**src/hdl/urta_pkg.sv**
```systemverilog
// Shared types, constants and the digit-to-ASCII function of the radix-to-ASCII converter.
package urta_pkg;

   localparam int STEP_BITS  = 8;
   localparam int DIGIT_BITS = 4;
   localparam int RADIX_BITS = 5;
   localparam int CHAR_BITS  = 8;

   localparam logic [RADIX_BITS-1:0] RADIX_MIN = 5'd2;
   localparam logic [RADIX_BITS-1:0] RADIX_MAX = 5'd16;
   localparam logic [DIGIT_BITS-1:0] DECIMAL_DIGITS = 4'd10;

   localparam logic [CHAR_BITS-1:0] CHAR_NUL     = 8'h00;
   localparam logic [CHAR_BITS-1:0] CHAR_ZERO    = 8'h30;
   localparam logic [CHAR_BITS-1:0] CHAR_NINE    = 8'h39;
   localparam logic [CHAR_BITS-1:0] CHAR_UPPER_A = 8'h41;
   localparam logic [CHAR_BITS-1:0] CHAR_UPPER_F = 8'h46;
   localparam logic [CHAR_BITS-1:0] CHAR_LOWER_A = 8'h61;
   localparam logic [CHAR_BITS-1:0] CHAR_LOWER_F = 8'h66;

   typedef struct packed {
      logic start;
      logic div_step;
      logic rd_issue;
      logic emit;
   } urta_cmd_type;

   typedef struct packed {
      logic bad_radix;
      logic digit_done;
      logic more_digits;
      logic out_free;
      logic last_digit;
   } urta_sts_type;

   function automatic logic [CHAR_BITS-1:0] digit_ascii(input logic [DIGIT_BITS-1:0] digit,
                                                         input logic upper);
      logic [CHAR_BITS-1:0] letter_base;
      letter_base = upper ? CHAR_UPPER_A : CHAR_LOWER_A;
      if (digit < DECIMAL_DIGITS) begin
         return CHAR_ZERO + CHAR_BITS'(digit);
      end
      return letter_base + CHAR_BITS'(digit - DECIMAL_DIGITS);
   endfunction

endpackage

```
**src/hdl/urta_ram.sv**
```systemverilog
// Generic single-write, single-read RAM with registered read data.
module urta_ram #(
   parameter int WIDTH = 4,
   parameter int DEPTH = 64,
   localparam int AW = (DEPTH > 1) ? $clog2(DEPTH) : 1
) (
   input  logic             clock,
   input  logic             wr_en,
   input  logic [AW-1:0]    wr_addr,
   input  logic [WIDTH-1:0] wr_data,
   input  logic             rd_en,
   input  logic [AW-1:0]    rd_addr,
   output logic [WIDTH-1:0] rd_data
);

   logic [WIDTH-1:0] mem_ff [DEPTH];
   logic [WIDTH-1:0] rd_data_ff;

   always_ff @(posedge clock) begin
      if (wr_en) begin
         mem_ff[wr_addr] <= wr_data;
      end
      if (rd_en) begin
         rd_data_ff <= mem_ff[rd_addr];
      end
   end

   assign rd_data = rd_data_ff;

endmodule

```
**src/hdl/urta_ctrl.sv**
```systemverilog
// Controller state machine: accept, divide, read back and emit digits.
module urta_ctrl import urta_pkg::*; (
   input  logic         clock,
   input  logic         reset,
   input  logic         req_valid,
   output logic         req_stall,
   input  urta_sts_type sts,
   output urta_cmd_type cmd
);

   typedef enum logic [3:0] {
      ST_IDLE = 4'b0001,
      ST_DIV  = 4'b0010,
      ST_READ = 4'b0100,
      ST_EMIT = 4'b1000
   } state_type;

   state_type state_ff;
   state_type state_in;
   logic      accept;

   assign req_stall = (state_ff != ST_IDLE) || (sts.bad_radix && !sts.out_free);
   assign accept    = req_valid && !req_stall;

   always_comb begin
      cmd      = '0;
      state_in = state_ff;
      case (state_ff)
         ST_IDLE: begin
            if (accept) begin
               cmd.start = 1'b1;
               if (!sts.bad_radix) begin
                  state_in = ST_DIV;
               end
            end
         end
         ST_DIV: begin
            cmd.div_step = 1'b1;
            if (sts.digit_done && !sts.more_digits) begin
               state_in = ST_READ;
            end
         end
         ST_READ: begin
            cmd.rd_issue = 1'b1;
            state_in     = ST_EMIT;
         end
         ST_EMIT: begin
            if (sts.out_free) begin
               cmd.emit = 1'b1;
               state_in = sts.last_digit ? ST_IDLE : ST_READ;
            end
         end
         default: begin
            state_in = ST_IDLE;
         end
      endcase
   end

   always_ff @(posedge clock) begin
      if (reset) begin
         state_ff <= ST_IDLE;
      end else begin
         state_ff <= state_in;
      end
   end

endmodule

```
**src/hdl/urta_dpath.sv**
```systemverilog
// Datapath: shared restoring divider, digit store, read-back index and output register.
module urta_dpath import urta_pkg::*; #(
   parameter int VALUE_WIDTH = 64
) (
   input  logic                  clock,
   input  logic                  reset,
   input  logic [63:0]           req_value,
   input  logic [RADIX_BITS-1:0] req_radix,
   input  logic                  req_upper_case,
   input  urta_cmd_type          cmd,
   output urta_sts_type          sts,
   output logic                  rsp_valid,
   input  logic                  rsp_stall,
   output logic [CHAR_BITS-1:0]  rsp_digit_char,
   output logic                  rsp_last,
   output logic                  rsp_bad_radix
);

   localparam int STEPS = (VALUE_WIDTH + STEP_BITS - 1) / STEP_BITS;
   localparam int QW    = STEPS * STEP_BITS;
   localparam int DEPTH = VALUE_WIDTH;
   localparam int AW    = $clog2(DEPTH);
   localparam int CW    = $clog2(DEPTH + 1);
   localparam int SW    = (STEPS > 1) ? $clog2(STEPS) : 1;

   logic [QW-1:0]          quot_ff, quot_in;
   logic [DIGIT_BITS-1:0]  rem_ff, rem_in;
   logic                   nz_ff, nz_in;
   logic [RADIX_BITS-1:0]  radix_ff, radix_in;
   logic                   upper_ff, upper_in;
   logic [SW-1:0]          step_ff, step_in;
   logic [CW-1:0]          count_ff, count_in;
   logic [AW-1:0]          rd_idx_ff, rd_idx_in;
   logic                   rsp_valid_ff, rsp_valid_in;
   logic [CHAR_BITS-1:0]   char_ff, char_in;
   logic                   last_ff, last_in;
   logic                   bad_ff, bad_in;

   logic [STEP_BITS-1:0]   div_top;
   logic [STEP_BITS-1:0]   div_qbits;
   logic [DIGIT_BITS-1:0]  div_rem;
   logic                   wr_en;
   logic [DIGIT_BITS-1:0]  ram_rdata;
   logic                   load_out;
   logic                   req_bad;

   assign div_top = quot_ff[QW-1 -: STEP_BITS];

   always_comb begin
      logic [DIGIT_BITS:0] part;
      part      = '0;
      div_rem   = rem_ff;
      div_qbits = '0;
      for (int i = STEP_BITS - 1; i >= 0; i--) begin
         part = {div_rem, div_top[i]};
         if (part >= radix_ff) begin
            div_qbits[i] = 1'b1;
            part         = part - radix_ff;
         end
         div_rem = part[DIGIT_BITS-1:0];
      end
   end

   assign req_bad = (req_radix < RADIX_MIN) || (req_radix > RADIX_MAX);

   always_comb begin
      sts.bad_radix   = req_bad;
      sts.digit_done  = (step_ff == SW'(STEPS - 1));
      sts.more_digits = (nz_ff || (|div_qbits)) && (count_ff != CW'(DEPTH - 1));
      sts.out_free    = !rsp_valid_ff || !rsp_stall;
      sts.last_digit  = (rd_idx_ff == '0);
   end

   assign wr_en    = cmd.div_step && sts.digit_done;
   assign load_out = cmd.emit || (cmd.start && req_bad);

   always_comb begin
      quot_in   = quot_ff;
      rem_in    = rem_ff;
      nz_in     = nz_ff;
      radix_in  = radix_ff;
      upper_in  = upper_ff;
      step_in   = step_ff;
      count_in  = count_ff;
      rd_idx_in = rd_idx_ff;
      if (cmd.start && !req_bad) begin
         quot_in  = QW'(req_value[VALUE_WIDTH-1:0]);
         rem_in   = '0;
         nz_in    = 1'b0;
         radix_in = req_radix;
         upper_in = req_upper_case;
         step_in  = '0;
         count_in = '0;
      end
      if (cmd.div_step) begin
         quot_in = (quot_ff << STEP_BITS) | QW'(div_qbits);
         rem_in  = div_rem;
         nz_in   = nz_ff || (|div_qbits);
         step_in = step_ff + 1'b1;
         if (sts.digit_done) begin
            rem_in    = '0;
            nz_in     = 1'b0;
            step_in   = '0;
            count_in  = count_ff + 1'b1;
            rd_idx_in = count_ff[AW-1:0];
         end
      end
      if (cmd.emit) begin
         rd_idx_in = rd_idx_ff - 1'b1;
      end
   end

   always_comb begin
      char_in      = char_ff;
      last_in      = last_ff;
      bad_in       = bad_ff;
      rsp_valid_in = rsp_valid_ff && rsp_stall;
      if (load_out) begin
         rsp_valid_in = 1'b1;
         if (cmd.emit) begin
            char_in = digit_ascii(ram_rdata, upper_ff);
            last_in = sts.last_digit;
            bad_in  = 1'b0;
         end else begin
            char_in = CHAR_NUL;
            last_in = 1'b1;
            bad_in  = 1'b1;
         end
      end
   end

   urta_ram #(
      .WIDTH (DIGIT_BITS),
      .DEPTH (DEPTH)
   ) u_digit_store (
      .clock   (clock),
      .wr_en   (wr_en),
      .wr_addr (count_ff[AW-1:0]),
      .wr_data (div_rem),
      .rd_en   (cmd.rd_issue),
      .rd_addr (rd_idx_ff),
      .rd_data (ram_rdata)
   );

   always_ff @(posedge clock) begin
      if (reset) begin
         quot_ff      <= '0;
         count_ff     <= '0;
         rsp_valid_ff <= 1'b0;
      end else begin
         quot_ff      <= quot_in;
         count_ff     <= count_in;
         rsp_valid_ff <= rsp_valid_in;
      end
   end

   always_ff @(posedge clock) begin
      rem_ff    <= rem_in;
      nz_ff     <= nz_in;
      radix_ff  <= radix_in;
      upper_ff  <= upper_in;
      step_ff   <= step_in;
      rd_idx_ff <= rd_idx_in;
      char_ff   <= char_in;
      last_ff   <= last_in;
      bad_ff    <= bad_in;
   end

   assign rsp_valid      = rsp_valid_ff;
   assign rsp_digit_char = char_ff;
   assign rsp_last       = last_ff;
   assign rsp_bad_radix  = bad_ff;

   a_bad_is_final: assert property (@(posedge clock) disable iff (reset)
      rsp_valid_ff && bad_ff |-> last_ff && (char_ff == CHAR_NUL))
      else $error("bad radix response without last or with a nonzero character");

   a_good_is_digit: assert property (@(posedge clock) disable iff (reset)
      rsp_valid_ff && !bad_ff |->
         ((char_ff >= CHAR_ZERO) && (char_ff <= CHAR_NINE)) ||
         ((char_ff >= CHAR_UPPER_A) && (char_ff <= CHAR_UPPER_F)) ||
         ((char_ff >= CHAR_LOWER_A) && (char_ff <= CHAR_LOWER_F)))
      else $error("response character is not a digit");

   a_count_bound: assert property (@(posedge clock) disable iff (reset)
      count_ff <= CW'(DEPTH))
      else $error("digit count exceeds the digit store depth");

   a_read_written: assert property (@(posedge clock) disable iff (reset)
      cmd.rd_issue |-> (CW'(rd_idx_ff) < count_ff))
      else $error("digit store read beyond the digits of this request");

endmodule

```
**src/hdl/unsigned_radix_to_ascii.sv**
```systemverilog
// Top level of the unsigned radix-to-ASCII converter.
//
//   channel   direction   handshake              payload
//   req_      in          req_valid / req_stall  req_value, req_radix, req_upper_case
//   rsp_      out         rsp_valid / rsp_stall  rsp_digit_char, rsp_last, rsp_bad_radix
//
// A good request is divided into D digits, one 8-bit restoring divide step per cycle,
// then each digit passes through the registered read of the digit RAM and enters the
// output register once that register is free.
// A bad radix goes straight to the output register.
// Reset is synchronous; the digit RAM needs no clearing pass.
// rsp_stall holds the output register; the next request is taken once the final
// digit sits in it, and a bad-radix request waits for the output register to free.
module unsigned_radix_to_ascii import urta_pkg::*; #(
   parameter int VALUE_WIDTH = 64
) (
   input  logic                  clock,
   input  logic                  reset,
   input  logic                  req_valid,
   output logic                  req_stall,
   input  logic [63:0]           req_value,
   input  logic [RADIX_BITS-1:0] req_radix,
   input  logic                  req_upper_case,
   output logic                  rsp_valid,
   input  logic                  rsp_stall,
   output logic [CHAR_BITS-1:0]  rsp_digit_char,
   output logic                  rsp_last,
   output logic                  rsp_bad_radix
);

   urta_cmd_type cmd;
   urta_sts_type sts;

   urta_ctrl u_ctrl (
      .clock     (clock),
      .reset     (reset),
      .req_valid (req_valid),
      .req_stall (req_stall),
      .sts       (sts),
      .cmd       (cmd)
   );

   urta_dpath #(
      .VALUE_WIDTH (VALUE_WIDTH)
   ) u_dpath (
      .clock          (clock),
      .reset          (reset),
      .req_value      (req_value),
      .req_radix      (req_radix),
      .req_upper_case (req_upper_case),
      .cmd            (cmd),
      .sts            (sts),
      .rsp_valid      (rsp_valid),
      .rsp_stall      (rsp_stall),
      .rsp_digit_char (rsp_digit_char),
      .rsp_last       (rsp_last),
      .rsp_bad_radix  (rsp_bad_radix)
   );

endmodule
```
**config.mk**
```make
export PLATFORM = sky130hd
export DESIGN_NAME = unsigned_radix_to_ascii
export DESIGN_NICKNAME = d
export VERILOG_FILES = /design/src/hdl/urta_pkg.sv /design/src/hdl/urta_ram.sv /design/src/hdl/urta_ctrl.sv /design/src/hdl/urta_dpath.sv /design/src/hdl/unsigned_radix_to_ascii.sv
export SDC_FILE = /design/constraint.sdc
export NUM_CORES = 1
export LEC_CHECK = 0
export BUFFER_PORTS_ARGS = -buffer_cell sky130_fd_sc_hd__buf_4
export CORE_UTILIZATION = 40
export DETAILED_ROUTE_END_ITERATION = 8
export HOLD_SLACK_MARGIN = 0.06
export PLACE_DENSITY = 0.65
export SYNTH_ARGS = -nofsm -noshare
export SYNTH_HDL_FRONTEND = slang
export SYNTH_SLANG_ARGS = --single-unit
```
**constraint.sdc**
```tcl
create_clock -name clock -period 13.6 [get_ports clock]
set_clock_uncertainty 0.15 [all_clocks]
set_input_delay 2.72 -clock clock [delete_from_list [all_inputs] [get_ports clock]]
set_output_delay 2.72 -clock clock [all_outputs]
set_load 0.005 [all_outputs]
```
==> metrics.txt <==
outcome=complete, but fails checks; failing checks=DRC; ratio of cells with drive above 1 in the final layout=18.5%; cell with the most instances after synthesis=sky130_fd_sc_hd__edfxtp_1; number of placement rows=74; number of global-route vias before repair=10.5k; cts hold-fix bufs=0; Synth cell types=63; Via Count=10.7k; Worst-path clk slew=0.06 ns; WS Path Type=reg2reg; buffers from clock root to sink, at most=3; maximum number of pins on one net before global-route repair=78; cts repair resizes=0; peak per-stage delay on the critical path=0.63 ns; sequential cell area fraction in the yosys report=61.0%; Area contributors post-synth=sky130_fd_sc_hd__edfxtp_1 52%, sky130_fd_sc_hd__dfxtp_1 9.1%, sky130_fd_sc_hd__mux4_2 8.7%; most used cell along the critical path=sky130_fd_sc_hd__ha_1; Main synth FF type=sky130_fd_sc_hd__edfxtp_1; height of the die=207 um; Critical R2R Launch=u_dpath.radix_ff[1]; number of placed instances, taps included=1842; period utilization=92.8%; Hold Path Cell Cnt=2; area of the die=0.0427 sq mm; timing-limited maximum frequency=0.0792 GHz; number of enable flip-flop cells after synthesis=290; actual transition at the worst max-transition pin=1.10 ns; H-tree depth=2; Initial Utilization=40.8%; RSZ-0062 raised after global routing=no; count of nets left with antenna violations after detail routing=0; Async S/R FF share, synth=0%; total negative setup slack=0 ns; proportion of netlist area held by the largest area contributor=52.0%; count of cells along the worst register-to-register path=44; routed wire length per instance=20.2 um; RD Place Congestion=0.863; DRC Markers=10; Crit path max-delay family=compound AO/OA/AOI/OAI gates; Yosys top cell by area=sky130_fd_sc_hd__edfxtp_1; number of buffers created by CTS=39; clock latency of the later-clocked register in the worst-skew pair=0.55 ns; Mapped Cells=1284; first-pass GRT wire length=58800 um; post-detailed-routing wire length=38700 um; Post-CTS Setup Bufs=0; required time at the worst-slack endpoint=13.82 ns; Slew HR=26.1%; worst setup slack for register-to-register paths=0.98 ns; I/O pin total=86; count of warnings emitted by yosys=0; Multi-input gate area=0.00612 sq mm; number of antenna violations at the first check in global routing=0; Worst Hold Launch=u_dpath.quot_ff[49]; CTS tree=built; fin. max-slew vios=0; commonest cells in the netlist=290 x sky130_fd_sc_hd__edfxtp_1, 178 x sky130_fd_sc_hd__nand2_1, 158 x sky130_fd_sc_hd__nor2_1, 76 x sky130_fd_sc_hd__dfxtp_1, 65 x sky130_fd_sc_hd__mux4_2; post-place instance area=0.0179 sq mm; post-synthesis area per instance=13.1 sq um; combined area of all synthesized cells=0.0168 sq mm; number of nets in the final layout=1485; count of maximum capacitance violations=0; endpoint type of the worst setup path=flop; WHS Endpoint=u_dpath.quot_ff[49]; sinks on the clock net=366; Std-Cell Core Area=0.0411 sq mm; overall die width=207 um; count of buffer and inverter cells on the critical path=3; vias per inst=5.58; residual overflow from global routing=0; Post-Synthesis Net Count=1417; Tmin final=12.62 ns; post-detailed-placement half-perimeter wirelength=24900 um; fin cells=1915; Yosys reg bits=366; reg2reg end=u_dpath.u_digit_store.mem_ff[55][2]; number of port buffers=85; element type at the critical path start=flop; slowest cell on the critical path=sky130_fd_sc_hd__edfxtp_1; initial DRC count=933; arrival time at the worst endpoint=12.84 ns; total iterations of the first detailed-routing run=7; Final Hold Vio Count=0; Synth-to-Final Area Change=14.4%; class of the worst hold path=reg2reg; sequential standard cell area=0.0102 sq mm; total routing resource utilization after global routing=17.9%; setup violation total in the final timing report=0; FILL cells=3602; clock tree root driver cell=sky130_fd_sc_hd__clkbuf_16; top fanout value on the critical path=24; final cell area excluding filler cells=0.0192 sq mm
## layer usage
metal  routed length, um  global-route usage [%]  vias up
met2               18900                    29.3      320
met5                   0                       0        -
met4                 978                    5.86        0
li1                    -                       -     4987
met3                2360                    3.41       68
met1               16400                    24.0     5313
## registers in the layout (all words and copies together) (netlist names)
register,flops
u_dpath.radix_ff,5
u_dpath.rsp_valid,1
u_ctrl.state_ff,4
u_dpath.rsp_bad_radix,1
u_dpath.upper_ff,1
u_dpath.step_ff,3
u_dpath.u_digit_store.mem_ff,256
u_dpath.quot_ff,64
u_dpath.count_ff,7
u_dpath.u_digit_store.rd_data,4
u_dpath.rsp_digit_char,8
u_dpath.rd_idx_ff,6
u_dpath.nz_ff,1
u_dpath.rsp_last,1
u_dpath.rem_ff,4
## stage by stage
stage | hold slack [ns] | util [%] | setup WS (ns)
global placement | 0.321 | 43.5 | 1.20
global route | 0.352 | 46.6 | 0.0974
floorplan | 0.308 | - | 1.46
CTS | 0.336 | 46.6 | 0.611
finish | 0.335 | 46.6 | 0.980
detailed placement | 0.319 | 43.5 | 0.697
## final cells by class
| class | count | share of cell area [%] |
|---|---|---|
| clock buffers | 44 | 5.19 |
| clock inverters | 27 | 1.30 |
| diodes | 1 | 0.0131 |
| multi-input cells | 801 | 31.9 |
| flip-flops and latches | 366 | 53.4 |
| well taps | 532 | 3.47 |
| repair buffers | 98 | 3.84 |
| inverters | 46 | 0.901 |
## placed cells by master, fill, tap and decap left out, types with 7 or more instances in the layout
master                      netlist  routed
sky130_fd_sc_hd__a21o_1          13      13
sky130_fd_sc_hd__a21oi_1         40      38
sky130_fd_sc_hd__a221oi_1         8       8
sky130_fd_sc_hd__a22o_1           8       8
sky130_fd_sc_hd__a22oi_1         16      16
sky130_fd_sc_hd__a311oi_1        64      64
sky130_fd_sc_hd__a31oi_1          7       7
sky130_fd_sc_hd__and2_1           7       7
sky130_fd_sc_hd__buf_4            3      98
sky130_fd_sc_hd__clkbuf_16        0      39
sky130_fd_sc_hd__clkinv_1         0       9
sky130_fd_sc_hd__clkinv_2         0      10
sky130_fd_sc_hd__dfxtp_1         76      76
sky130_fd_sc_hd__edfxtp_1       290     290
sky130_fd_sc_hd__fa_1             8       8
sky130_fd_sc_hd__ha_1            51      51
sky130_fd_sc_hd__inv_1           45      45
sky130_fd_sc_hd__mux2_2          11      11
sky130_fd_sc_hd__mux4_2          65      65
sky130_fd_sc_hd__nand2_1        178     176
sky130_fd_sc_hd__nand2b_1         8       8
sky130_fd_sc_hd__nand3_1         17      16
sky130_fd_sc_hd__nand4_1          7       7
sky130_fd_sc_hd__nor2_1         158     157
sky130_fd_sc_hd__nor2b_1         11      10
sky130_fd_sc_hd__nor3_1          12      11
sky130_fd_sc_hd__o21ai_0         11      11
sky130_fd_sc_hd__o21ai_1          7       7
sky130_fd_sc_hd__xnor2_1         20      20
sky130_fd_sc_hd__xor2_1           9       9
## worst max-delay path by stage
stage                        startpoint                                  end  depth (start not counted)
floorplan           u_dpath.radix_ff[1]   u_dpath.u_digit_store.mem_ff[0][2]                         42
global placement    u_dpath.radix_ff[1]  u_dpath.u_digit_store.mem_ff[54][2]                         42
detailed placement  u_dpath.radix_ff[1]  u_dpath.u_digit_store.mem_ff[53][2]                         42
CTS                 u_dpath.radix_ff[1]  u_dpath.u_digit_store.mem_ff[14][2]                         42
global route        u_dpath.radix_ff[1]  u_dpath.u_digit_store.mem_ff[61][0]                         46
finish              u_dpath.radix_ff[1]  u_dpath.u_digit_store.mem_ff[55][2]                         44
## worst reg2reg max path: cells and delay by family (launching register included)
kind / cells / cell delay (ns)
multiplexers: 4 / 1.46
AO/OA/AOI/OAI: 20 / 5.10
adder cells (fa/ha/maj): 8 / 2.51
flip-flops: 1 / 0.63
AND/OR/NAND/NOR: 9 / 1.79
buffers and inverters: 3 / 0.83
## kinds of logic (layout without fill, tap and decap cells)
kind of cell	count (synthesis)	in the layout	share of synthesized area, %
fa+ha+maj	59	59	4.76
simple gates	423	423	10.8
xor+xnor	29	29	1.52
buf+inv	118	215	2.84
compound gates	207	208	9.15
mux	82	82	9.86
flops	366	366	61.0
other cells	0	1	0
Power is not shown: default switching activity piles up to over one toggle a cycle in this logic, so the estimate is an artifact.
